[src/rtl/core/crt_pkg.sv]
`default_nettype none

package crt_pkg;

  localparam int DEF_ENTRIES  = 8;
  localparam int DEF_TAG_BITS = 32;

  localparam int IN_TAG_W  = 32;
  localparam int OUT_SLOT_W = 3;
  localparam int LFSR_W    = 16;
  localparam int CFG_IDX_W = 2;
  localparam int CFG_DAT_W = 16;
  localparam int POLICY_W  = 2;
  localparam int ACTIVE_W  = 4;

  localparam logic [LFSR_W-1:0] LFSR_MASK = 16'hB400;
  localparam logic [LFSR_W-1:0] LFSR_ONE  = 16'h0001;

  localparam logic [POLICY_W-1:0] POL_RANDOM = 2'd0;
  localparam logic [POLICY_W-1:0] POL_FIFO   = 2'd1;
  localparam logic [POLICY_W-1:0] POL_LRU    = 2'd2;

  localparam logic [ACTIVE_W-1:0] ACTIVE_RESET = 4'd8;

  localparam logic [CFG_IDX_W-1:0] CFG_POLICY = 2'd0;
  localparam logic [CFG_IDX_W-1:0] CFG_ACTIVE = 2'd1;
  localparam logic [CFG_IDX_W-1:0] CFG_SEED   = 2'd2;

  // Commands from the controller to the datapath.
  typedef struct packed {
    logic load;
    logic match;
    logic hit_upd;
    logic fill;
    logic pick;
    logic div_start;
    logic evict;
  } crt_cmd_t;

  // Status from the datapath to the controller.
  typedef struct packed {
    logic hit;
    logic room;
    logic rand_mode;
    logic div_done;
  } crt_stat_t;

  function automatic logic [LFSR_W-1:0] lfsr_next(input logic [LFSR_W-1:0] v);
    logic [LFSR_W-1:0] s;
    s = v >> 1;
    if (v[0]) begin
      s = s ^ LFSR_MASK;
    end
    return s;
  endfunction

endpackage

`default_nettype wire

[src/rtl/core/crt_mod.sv]
`default_nettype none

// Restoring remainder unit: one dividend bit per cycle.
module crt_mod #(
  parameter int ENTRIES = crt_pkg::DEF_ENTRIES
) (
  input  wire logic                        clk,
  input  wire logic                        rst_n,
  input  wire logic                        start,
  input  wire logic [crt_pkg::LFSR_W-1:0]  dividend,
  input  wire logic [$clog2(ENTRIES+1)-1:0] divisor,
  output logic                             done,
  output logic [$clog2(ENTRIES)-1:0]       rem
);

  localparam int CW = $clog2(ENTRIES + 1);
  localparam int SW = $clog2(ENTRIES);
  localparam int NW = $clog2(crt_pkg::LFSR_W);
  localparam logic [NW-1:0] LAST_BIT = NW'(crt_pkg::LFSR_W - 1);

  logic                       run_r;
  logic                       done_r;
  logic [NW-1:0]              cnt_r;
  logic [crt_pkg::LFSR_W-1:0] shift_r;
  logic [CW-1:0]              div_r;
  logic [CW-1:0]              rem_r;
  logic [CW:0]                trial;
  logic [CW-1:0]              rem_nxt;

  always_comb begin
    trial = {rem_r, shift_r[crt_pkg::LFSR_W-1]};
    if (trial >= {1'b0, div_r}) begin
      rem_nxt = CW'(trial - {1'b0, div_r});
    end else begin
      rem_nxt = trial[CW-1:0];
    end
  end

  always_ff @(posedge clk) begin
    if (!rst_n) begin
      run_r  <= 1'b0;
      done_r <= 1'b0;
    end else begin
      done_r <= 1'b0;
      if (start) begin
        run_r <= 1'b1;
      end else if (run_r && cnt_r == '0) begin
        run_r  <= 1'b0;
        done_r <= 1'b1;
      end
    end
  end

  always_ff @(posedge clk) begin
    if (start) begin
      shift_r <= dividend;
      div_r   <= divisor;
      rem_r   <= '0;
      cnt_r   <= LAST_BIT;
    end else if (run_r) begin
      shift_r <= shift_r << 1;
      rem_r   <= rem_nxt;
      cnt_r   <= cnt_r - NW'(1);
    end
  end

  assign done = done_r;
  assign rem  = rem_r[SW-1:0];

endmodule

`default_nettype wire

[src/rtl/core/crt_datapath.sv]
`default_nettype none

module crt_datapath #(
  parameter int ENTRIES  = crt_pkg::DEF_ENTRIES,
  parameter int TAG_BITS = crt_pkg::DEF_TAG_BITS
) (
  input  wire logic                           clk,
  input  wire logic                           rst_n,
  input  wire crt_pkg::crt_cmd_t              cmd,
  output crt_pkg::crt_stat_t                  stat,
  input  wire logic [crt_pkg::IN_TAG_W-1:0]   in_block_tag,
  input  wire logic                           cfg_we,
  input  wire logic [crt_pkg::CFG_IDX_W-1:0]  cfg_index,
  input  wire logic [crt_pkg::CFG_DAT_W-1:0]  cfg_data,
  output logic                                out_valid,
  output logic                                out_hit,
  output logic [crt_pkg::OUT_SLOT_W-1:0]      out_slot,
  output logic                                out_evicted,
  output logic [crt_pkg::IN_TAG_W-1:0]        out_victim_tag
);

  localparam int SW = $clog2(ENTRIES);
  localparam int CW = $clog2(ENTRIES + 1);
  localparam int LW = (CW > crt_pkg::ACTIVE_W) ? CW : crt_pkg::ACTIVE_W;
  localparam int TW = (TAG_BITS > crt_pkg::IN_TAG_W) ? TAG_BITS : crt_pkg::IN_TAG_W;

  // Configuration registers.
  logic [crt_pkg::POLICY_W-1:0] policy_r;
  logic [crt_pkg::ACTIVE_W-1:0] active_r;
  logic [crt_pkg::LFSR_W-1:0]   lfsr_r;

  // Store.
  logic [TAG_BITS-1:0] tag_r  [ENTRIES];
  logic [SW-1:0]       rank_r [ENTRIES];
  logic [SW-1:0]       rank_nxt [ENTRIES];
  logic [CW-1:0]       fill_r;

  logic [TAG_BITS-1:0] key_r;
  logic [ENTRIES-1:0]  match_r;
  logic [ENTRIES-1:0]  valid;
  logic [SW-1:0]       vslot_r;

  logic [TW-1:0]       in_ext;
  logic [TW-1:0]       victim_ext;
  logic [SW-1:0]       hit_slot;
  logic [SW-1:0]       pick_slot;
  logic [SW-1:0]       fill_slot;
  logic [SW-1:0]       upd_slot;
  logic [SW-1:0]       upd_lim;
  logic                upd_en;
  logic [CW-1:0]       fill_m1;
  logic [LW-1:0]       active_ext;
  logic [LW-1:0]       limit;
  logic                lru_mode;
  logic [crt_pkg::LFSR_W-1:0] lfsr_step;
  logic                mod_done;
  logic [SW-1:0]       mod_rem;

  assign in_ext     = TW'(in_block_tag);
  assign lru_mode   = policy_r[1];
  assign lfsr_step  = crt_pkg::lfsr_next(lfsr_r);
  assign fill_slot  = fill_r[SW-1:0];
  assign fill_m1    = fill_r - CW'(1);
  assign active_ext = LW'(active_r);

  // Zero behaves as one, and anything above the store size as the store size.
  always_comb begin
    if (active_r == '0) begin
      limit = LW'(1);
    end else if (active_ext > LW'(ENTRIES)) begin
      limit = LW'(ENTRIES);
    end else begin
      limit = active_ext;
    end
  end

  always_comb begin
    hit_slot  = '0;
    pick_slot = '0;
    for (int i = 0; i < ENTRIES; i++) begin
      valid[i] = CW'(i) < fill_r;
      if (match_r[i]) begin
        hit_slot = hit_slot | SW'(i);
      end
      if (valid[i] && rank_r[i] == fill_m1[SW-1:0]) begin
        pick_slot = pick_slot | SW'(i);
      end
    end
  end

  always_comb begin
    stat.hit       = |match_r;
    stat.room      = LW'(fill_r) < limit;
    stat.rand_mode = policy_r == crt_pkg::POL_RANDOM;
    stat.div_done  = mod_done;
  end

  // Moving an entry to rank zero: held entries younger than its old rank
  // age by one; on a fill every held entry ages.
  always_comb begin
    upd_en = (cmd.hit_upd && lru_mode) || cmd.fill || cmd.evict;
    if (cmd.fill) begin
      upd_slot = fill_slot;
    end else if (cmd.evict) begin
      upd_slot = vslot_r;
    end else begin
      upd_slot = hit_slot;
    end
    upd_lim = rank_r[upd_slot];
    for (int i = 0; i < ENTRIES; i++) begin
      rank_nxt[i] = rank_r[i];
      if (upd_en && valid[i] && SW'(i) != upd_slot &&
          (cmd.fill || rank_r[i] < upd_lim)) begin
        rank_nxt[i] = rank_r[i] + SW'(1);
      end
    end
    if (upd_en) begin
      rank_nxt[upd_slot] = '0;
    end
  end

  crt_mod #(
    .ENTRIES (ENTRIES)
  ) u_mod (
    .clk      (clk),
    .rst_n    (rst_n),
    .start    (cmd.div_start),
    .dividend (lfsr_step),
    .divisor  (fill_r),
    .done     (mod_done),
    .rem      (mod_rem)
  );

  always_ff @(posedge clk) begin
    if (!rst_n) begin
      policy_r  <= crt_pkg::POL_LRU;
      active_r  <= crt_pkg::ACTIVE_RESET;
      lfsr_r    <= crt_pkg::LFSR_ONE;
      fill_r    <= '0;
      out_valid <= 1'b0;
    end else begin
      out_valid <= cmd.hit_upd || cmd.fill || cmd.evict;
      if (cfg_we) begin
        case (cfg_index)
          crt_pkg::CFG_POLICY: policy_r <= cfg_data[crt_pkg::POLICY_W-1:0];
          crt_pkg::CFG_ACTIVE: active_r <= cfg_data[crt_pkg::ACTIVE_W-1:0];
          crt_pkg::CFG_SEED: begin
            lfsr_r <= (cfg_data == '0) ? crt_pkg::LFSR_ONE : cfg_data;
          end
          default: ;
        endcase
      end
      if (cmd.div_start) begin
        lfsr_r <= lfsr_step;
      end
      if (cmd.fill) begin
        fill_r <= fill_r + CW'(1);
      end
    end
  end

  assign victim_ext = TW'(tag_r[vslot_r]);

  always_ff @(posedge clk) begin
    if (cmd.load) begin
      key_r <= in_ext[TAG_BITS-1:0];
    end
    if (cmd.match) begin
      for (int i = 0; i < ENTRIES; i++) begin
        match_r[i] <= valid[i] && tag_r[i] == key_r;
      end
    end
    if (cmd.pick) begin
      vslot_r <= pick_slot;
    end else if (mod_done) begin
      vslot_r <= mod_rem;
    end
    for (int i = 0; i < ENTRIES; i++) begin
      rank_r[i] <= rank_nxt[i];
    end
    if (cmd.fill) begin
      tag_r[fill_slot] <= key_r;
    end else if (cmd.evict) begin
      tag_r[vslot_r] <= key_r;
    end
    if (cmd.hit_upd) begin
      out_hit        <= 1'b1;
      out_slot       <= crt_pkg::OUT_SLOT_W'(hit_slot);
      out_evicted    <= 1'b0;
      out_victim_tag <= '0;
    end else if (cmd.fill) begin
      out_hit        <= 1'b0;
      out_slot       <= crt_pkg::OUT_SLOT_W'(fill_slot);
      out_evicted    <= 1'b0;
      out_victim_tag <= '0;
    end else if (cmd.evict) begin
      out_hit        <= 1'b0;
      out_slot       <= crt_pkg::OUT_SLOT_W'(vslot_r);
      out_evicted    <= 1'b1;
      out_victim_tag <= victim_ext[crt_pkg::IN_TAG_W-1:0];
    end
  end

endmodule

`default_nettype wire

[src/rtl/core/crt_ctrl.sv]
`default_nettype none

module crt_ctrl (
  input  wire logic               clk,
  input  wire logic               rst_n,
  input  wire logic               start,
  output logic                    busy,
  input  wire crt_pkg::crt_stat_t stat,
  output crt_pkg::crt_cmd_t       cmd
);

  typedef enum logic [2:0] {
    ST_IDLE,
    ST_MATCH,
    ST_RESOLVE,
    ST_DIVIDE,
    ST_EVICT
  } state_t;

  state_t state_r;
  state_t state_nxt;
  logic   busy_r;

  always_comb begin
    state_nxt = state_r;
    cmd       = '0;
    case (state_r)
      ST_IDLE: begin
        if (start) begin
          cmd.load  = 1'b1;
          state_nxt = ST_MATCH;
        end
      end
      ST_MATCH: begin
        cmd.match = 1'b1;
        state_nxt = ST_RESOLVE;
      end
      ST_RESOLVE: begin
        if (stat.hit) begin
          cmd.hit_upd = 1'b1;
          state_nxt   = ST_IDLE;
        end else if (stat.room) begin
          cmd.fill  = 1'b1;
          state_nxt = ST_IDLE;
        end else if (stat.rand_mode) begin
          cmd.div_start = 1'b1;
          state_nxt     = ST_DIVIDE;
        end else begin
          cmd.pick  = 1'b1;
          state_nxt = ST_EVICT;
        end
      end
      ST_DIVIDE: begin
        if (stat.div_done) begin
          state_nxt = ST_EVICT;
        end
      end
      ST_EVICT: begin
        cmd.evict = 1'b1;
        state_nxt = ST_IDLE;
      end
      default: begin
        state_nxt = ST_IDLE;
      end
    endcase
  end

  always_ff @(posedge clk) begin
    if (!rst_n) begin
      state_r <= ST_IDLE;
      busy_r  <= 1'b0;
    end else begin
      state_r <= state_nxt;
      busy_r  <= state_nxt != ST_IDLE;
    end
  end

  assign busy = busy_r;

endmodule

`default_nettype wire

[src/rtl/core/cache_replacement_tracker.sv]
// After the accepting edge, a lookup passes the match and resolve states; hits and
// fills end there, FIFO and LRU evictions add the evict state, and random evictions
// add the 16-step remainder unit (LFSR value modulo fill count, one bit per cycle)
// and then the evict state. A new item is taken only once busy drops with the result.
// Synchronous reset empties the store and restores the configuration defaults.
// The receiver cannot stall: each result is shown for exactly one cycle.
`default_nettype none

module cache_replacement_tracker #(
  parameter int ENTRIES  = crt_pkg::DEF_ENTRIES,
  parameter int TAG_BITS = crt_pkg::DEF_TAG_BITS
) (
  input  wire logic                          clk,
  input  wire logic                          rst_n,
  input  wire logic                          start,
  output logic                               busy,
  input  wire logic [crt_pkg::IN_TAG_W-1:0]  in_block_tag,
  output logic                               out_valid,
  output logic                               out_hit,
  output logic [crt_pkg::OUT_SLOT_W-1:0]     out_slot,
  output logic                               out_evicted,
  output logic [crt_pkg::IN_TAG_W-1:0]       out_victim_tag,
  input  wire logic                          cfg_valid,
  output logic                               cfg_ready,
  input  wire logic [crt_pkg::CFG_IDX_W-1:0] cfg_index,
  input  wire logic [crt_pkg::CFG_DAT_W-1:0] cfg_data
);

  crt_pkg::crt_cmd_t  cmd;
  crt_pkg::crt_stat_t stat;

  assign cfg_ready = 1'b1;

  crt_ctrl u_ctrl (
    .clk   (clk),
    .rst_n (rst_n),
    .start (start),
    .busy  (busy),
    .stat  (stat),
    .cmd   (cmd)
  );

  crt_datapath #(
    .ENTRIES  (ENTRIES),
    .TAG_BITS (TAG_BITS)
  ) u_datapath (
    .clk            (clk),
    .rst_n          (rst_n),
    .cmd            (cmd),
    .stat           (stat),
    .in_block_tag   (in_block_tag),
    .cfg_we         (cfg_valid),
    .cfg_index      (cfg_index),
    .cfg_data       (cfg_data),
    .out_valid      (out_valid),
    .out_hit        (out_hit),
    .out_slot       (out_slot),
    .out_evicted    (out_evicted),
    .out_victim_tag (out_victim_tag)
  );

endmodule

`default_nettype wire

[config.mk]
export PLATFORM = sky130hd
export DESIGN_NAME = cache_replacement_tracker
export DESIGN_NICKNAME = d
export VERILOG_FILES = /design/src/rtl/core/crt_pkg.sv /design/src/rtl/core/crt_mod.sv /design/src/rtl/core/crt_datapath.sv /design/src/rtl/core/crt_ctrl.sv /design/src/rtl/core/cache_replacement_tracker.sv
export SDC_FILE = /design/constraint.sdc
export NUM_CORES = 1
export LEC_CHECK = 0
export BUFFER_PORTS_ARGS = -buffer_cell sky130_fd_sc_hd__buf_2
export CAP_MARGIN = 0
export CORE_MARGIN = 8
export CORE_UTILIZATION = 50
export CTS_BUF_LIST = sky130_fd_sc_hd__clkbuf_8 sky130_fd_sc_hd__clkbuf_16
export CTS_CLUSTER_DIAMETER = 100
export DETAILED_ROUTE_END_ITERATION = 16
export GPL_TIMING_DRIVEN = 0
export PLACE_DENSITY = 0.67
export SYNTH_ARGS = -nofsm -noshare
export SYNTH_HDL_FRONTEND = slang
export SYNTH_SLANG_ARGS = --single-unit
[constraint.sdc]
create_clock -name clk -period 7.3 [get_ports clk]
set_clock_uncertainty 0.1 [all_clocks]
set_input_delay 1.46 -clock clk [delete_from_list [all_inputs] [get_ports clk]]
set_output_delay 1.46 -clock clk [all_outputs]
set_load 0.03 [all_outputs]
### Word level (Yosys, flattened, before mapping)

Memory sizes are Yosys's and may differ from the RTL's. A register that Yosys moved wholly into a read port is not among the register bits.
Cells that the tools add are included.

| operators by class | value |
|---|---|
| $add $sub $neg | 12 |
| $lt $le $gt $ge | 21 |
| equal/unequal tests | 28 |
| multiplexer cells | 72 |
| bitwise gates (word level) | 5 |
| reduce and logical (&&, ||, !) cells | 76 |

Operator list:

| cell | number |
|---|---|
| == test 32 bit | 8 |
| two-way mux 16 bit | 7 |
| two-way mux 3 bit | 31 |
| logical AND 1 bit | 42 |
| two-way mux 32 bit | 1 |
| OR reduction 32 bit | 1 |
| adder 3 x 1 -> 3 bit (second input constant) | 8 |
| AND 24 bit | 1 |
| less-than comparator 3 bit | 8 |
| two-way mux 24 bit | 1 |
| inverter 24 bit | 1 |
| == test 3 bit | 7 |
| two-way mux 1 bit | 21 |
| logical NOT 16 bit | 1 |
| less-than comparator 3 x 4 -> 1 bit (first input constant) | 4 |
| two-way mux 4 bit | 4 |
| logical OR 1 bit | 12 |
| inequality test 3 bit (first input constant) | 4 |
| case mux 3 bit (4 select lines) | 1 |
| nonzero test 2 bit | 6 |
| two-way mux 2 bit | 5 |
| demux 3 bit (select 3 bit) | 1 |
| nonzero test 3 bit | 3 |
| logical NOT 4 bit | 2 |
| 25 further kinds | 34 |

| storage, ports and cells | value |
|---|---|
| flip-flop bits (word level) | 109 |
| RAM bits | 280 |
| input bits | 54 |
| output and inout port bits | 40 |
| word-level logic and storage cells | 235 |
| memories | 2 |

Memories:

| memory | words | bits a word | rd ports | clocked after Yosys merged registers in | wr ports | RTL line | text |
|---|---|---|---|---|---|---|---|
| u_datapath.tag_r | 8 | 32 | 9 | 1 | 1 | crt_datapath.sv:33 | `logic [TAG_BITS-1:0] tag_r [ENTRIES];` |
| u_datapath.rank_r | 8 | 3 | 9 | 0 | 8 | crt_datapath.sv:34 | `logic [SW-1:0] rank_r [ENTRIES];` |

### Depth between registers and ports, before layout

| depth | value |
|---|---|
| word-level depth | 17 |
| depth in mapped cells | 19 |
| gate-level depth less buffers | 17 |

### By module

From an unflattened synthesis, not the netlist that was laid out.

| second synthesis, totals | value |
|---|---|
| cell total of the unflattened synthesis | 1565 |
| area total of the unflattened synthesis | 20706.1 um^2 |

Modules (own cells, without submodules):

| module | times used | cells an instance | area an instance (um^2) | sequential area each (um^2) |
|---|---|---|---|---|
| crt_datapath | 1 | 1422 | 19008.2 | 10770.3 |
| crt_mod | 1 | 113 | 1465.2 | 800.8 |
| crt_ctrl | 1 | 28 | 221.5 | 80.1 |
| cache_replacement_tracker | 1 | 2 | 11.3 | 0.0 |

### Worst setup path before layout

OpenSTA, ideal clock, no wires.

| timing | value |
|---|---|
| path type | input to register |
| from | input start |
| to | register u_datapath.key_r[0], enable pin |
| library setup time | 520 ps |
| arrival time | 4915 ps |
| data required time | 6680 ps |
| slack | 1765 ps |
| cell stages on the path | 1 |
| path buffers | 0 |
| path through | nor4b_1 |

| between the ends | value |
|---|---|
| longest elaborated chain between the ends | 2 |

Ends and longest elaborated chain:

| what | RTL line | text |
|---|---|---|
| start, declared | cache_replacement_tracker.sv:15 | `input wire logic start,` |
| two-way mux 1 bit | crt_ctrl.sv:29 | `if (start) begin` |
| two-way mux 1 bit | crt_ctrl.sv:27 | `case (state_r)` |
| end signal, assigned | crt_datapath.sv:166 | `key_r <= in_ext[TAG_BITS-1:0];` |
| end, declared | crt_datapath.sv:38 | `logic [TAG_BITS-1:0] key_r;` |

No other way between the ends.
A chain may end at the register's enable or synchronous reset.

==> qor.yml <==
die:
  start_util_pct: 50.5
  rows: 74
  die_y_um: 219
  die_x_um: 219
  core_area_um2: 40700
  dieArea_um2: 47900
  pin_count: 94
clock_tree:
  cts.htree.levels: 2
  path_clk_slew_ps: 60
  cts_root_buffer: "clkbuf_16"
  post_cts_buffers: 0
  cts_buffers: 46
  cts.sinks: 421
  clock_path_buffers: 3
  cts_tree: "yes"
  post_cts_resized: 0
  insertion_delay_ps: 600
  ctsHoldBuffers: 0
placement:
  placedInstanceArea_um2: 22000
  dpl.hpwl_um: 46200
  place_worst_setup_slack_ps: 1730
  numPortBuffers: 92
  gp_congestion: 0.967
drt:
  viasPerCell: 6.07
  dr.pass1.iters: 5
  wl_um: 62500
  first_iter_violations: 1459
  avgRoutedWirePerCell_um: 27.1
  vias: 14001
  final_antenna_net_count: 0
  drc_errors: 0
timing:
  rsz0062_at_grt: "false"
  slew_headroom_pct: 10.6
  slew_violations: 0
  fin_ws_ps: 1560
  max_freq_mhz: 174
  whs_ps: 370
  finalHoldViolCount: 0
  period_needed_ps: 5740
  worstMarginPinSlew_ps: 1340
  post-route-period-util_pct: 78.6
  setup_viol: 0
min_path:
  hold_start: "u_datapath.out_evicted$_SDFFE_PP0P_"
  hold_path_class: "flop to flop"
  min_to: "u_datapath.out_evicted$_SDFFE_PP0P_"
  hold_path_depth: 2
cells_and_area:
  nFillCells: 3323
  fin_util_pct: 58.0
  post-route-cell-area_um2: 23600
  diodes: 0
  area_growth_pct: 14.9
  fin_nets: 1817
  drive_gt1_share_pct: 16.1
critical_path:
  crit_fanout: 10
  crit_type: "flop to flop"
  reg2reg_depth: 18
  crit_top_cell: "inv_1"
  cp.required_ps: 7700
  critPathArrivalTime_ps: 6140
  r2r_start: "u_datapath.active_ext[3]$_SDFFE_PN1P_"
  slowest_delay_ps: 860
  start_kind: "flop"
  path_cells: "inv_1 > nand2_1 > ha_1 > inv_1 > o311ai_2 > a211oi_2 > nor2_1 > and2_1 > clkbuf_1 > and3_1 > a311oi_1 > a31oi_1 > ha_1 > inv_1 > a221oi_1 > a211o_1 > or3_1 > a22oi_1"
  worst_path_max_delay_cell: "a31oi_1"
  r2r-end: "u_datapath.rank_r[3][2]$_DFF_P_"
  rrSetupSlack_ps: 1560
  cp-end-kind: "flop"
logic_synthesis:
  synth_cell_types: 76
  synth_area_um2: 20600
  synthTopCellsByCount: "edfxtp_1, xnor2_1, nand2_1, xor2_1, dfxtp_1"
  synth-seq-cells: 421
  syn-num-nets: 1664
  synthFlopType: "edfxtp_1"
  ys_seq_area_share_pct: 56.7
  synth_area_leaders: "edfxtp_1, dfxtp_1, xnor2_1, mux4_2, xor2_1"
  synth.top_cell.area_share_pct: 47.0
  synth-edff-count: 322
  synth_top_cell_by_area: "edfxtp_1"
  synthArstFlopShare_pct: 0
  syn_area_per_cell_um2: 13.0
  synth_cells: 1582
  ys_warn_count: 0
  yosysMostFrequentCell: "edfxtp_1"
flow_run:
  max_cap_viol_count: 0
global_routing:
  overflow: 0
  antenna_found_initial: 0
  grt_pass1_wl_um: 92000
  grt_pass1_vias: 13930
  grt_max_degree: 22
  grt_usage_pct: 26.1
run_status:
  outcome: "finished, final reports clean"
power:
  clkPwrFrac_pct: 46.7
  p_leak_nw: 8.33
  switching_power_mw: 1.19
  p_int_mw: 4.24
  irDropWorstVdd_uv: 206
  power_frac_comb_pct: 4.8
  switching_share_pct: 21.9
  power_density_nw_per_um2: 230
  p_seq_share_pct: 48.6
-- layer usage --
layer  vias up  share of wire [%]  GRT usage [%]
met3       132                7.0           3.83
met5         -                  0              0
met2       623                 49           43.5
li1       6228                  -              -
met1      7018                 40           33.8
met4         0                4.4           11.1
-- worst max-delay path by stage --
stage	depth (start not counted)	endpoint	start
2_1_floorplan	1	u_datapath.key_r[0]$_DFFE_PP_	start
3_3_place_gp	3	u_ctrl.busy$_SDFF_PN0_	start
3_5_place_dp	18	u_datapath.rank_r[6][2]$_DFF_P_	u_datapath.active_ext[3]$_SDFFE_PN1P_
4_1_cts	18	u_datapath.rank_r[4][2]$_DFF_P_	u_datapath.active_ext[3]$_SDFFE_PN1P_
5_1_grt	18	u_datapath.rank_r[4][2]$_DFF_P_	u_datapath.active_ext[3]$_SDFFE_PN1P_
6_report	18	u_datapath.rank_r[3][2]$_DFF_P_	u_datapath.active_ext[3]$_SDFFE_PN1P_
-- final cells by class --
class | count | area, µm² | area share [%]
flip-flops and latches | 421 | 11700 | 49.3
multi-input cells | 1028 | 8440 | 35.7
well taps | 532 | 666 | 2.82
clock inverters | 37 | 448 | 1.90
inverters | 30 | 113 | 0.477
plain buffers | 103 | 422 | 1.78
repair buffers | 105 | 684 | 2.90
clock buffers | 49 | 1200 | 5.10
-- registers in the layout, summed over array words and instances, names as in the netlist, 8 cells and up --
name / cells
u_datapath.out_victim_tag: 32
u_datapath.key_r: 32
u_datapath.rank_r: 24
u_datapath.tag_r: 256
u_datapath.match_r: 8
u_datapath.lfsr_r: 16
u_datapath.u_mod.shift_r: 16
-- metrics by stage --
step / setup TNS [ps] / power [mW] / std cells
after floorplan: 0 / 2.83 / 1582
after global placement: -62830 / 2.94 / 2206
after detailed placement: 0 / 2.94 / 2219
after CTS: 0 / 5.46 / 2305
after global routing: 0 / 5.57 / 2305
final: 0 / 5.43 / 2305
-- power groups by stage --
stage	logic, mW	clock network (mW)	registers [mW]
detailed placement	0.256	0	2.69
global route	0.273	2.66	2.64
global placement	0.250	0	2.69
floorplan	0.153	0	2.68
finish	0.259	2.53	2.63
CTS	0.257	2.57	2.63
-- placed cells by master, fill, tap and decap left out, types with 9 or more instances in the layout --
| master | count |
|---|---|
| clkinv_2 | 9 |
| nand4_1 | 53 |
| nor4_1 | 41 |
| nor3_1 | 11 |
| inv_1 | 34 |
| bufinv_16 | 10 |
| buf_1 | 11 |
| o211a_1 | 14 |
| xnor2_1 | 189 |
| mux2i_1 | 60 |
| nand3_1 | 45 |
| clkbuf_1 | 83 |
| xor2_1 | 103 |
| a211oi_1 | 35 |
| dfxtp_1 | 99 |
| edfxtp_1 | 322 |
| a21oi_1 | 23 |
| clkbuf_16 | 47 |
| mux4_2 | 64 |
| ha_1 | 27 |
| nand2_1 | 103 |
| nor2_1 | 82 |
| o211ai_1 | 11 |
| o21ai_0 | 33 |
| buf_2 | 96 |
-- cell families after synthesis --
| kind of cell | synth area share, % |
|---|---|
| adders and majority gates | 1.74 |
| and+or+nand+nor | 9.67 |
| xor gates and xnor gates | 12.4 |
| other | 0.0182 |
| DFF | 56.7 |
| AOI/OAI and AO/OA | 6.92 |
| buffers and inverters | 2.60 |
| muxes | 9.93 |
-- worst max-delay path, delay by kind of cell (launching register included) --
| family | cells | cell delay, ps |
|---|---|---|
| AOI/OAI and AO/OA | 7 | 2120 |
| adders and majority gates | 2 | 680 |
| buffers and inverters | 4 | 670 |
| DFF | 1 | 310 |
| and+or+nand+nor | 5 | 1770 |
No activity file was read; power rests on OpenSTA's default activity.
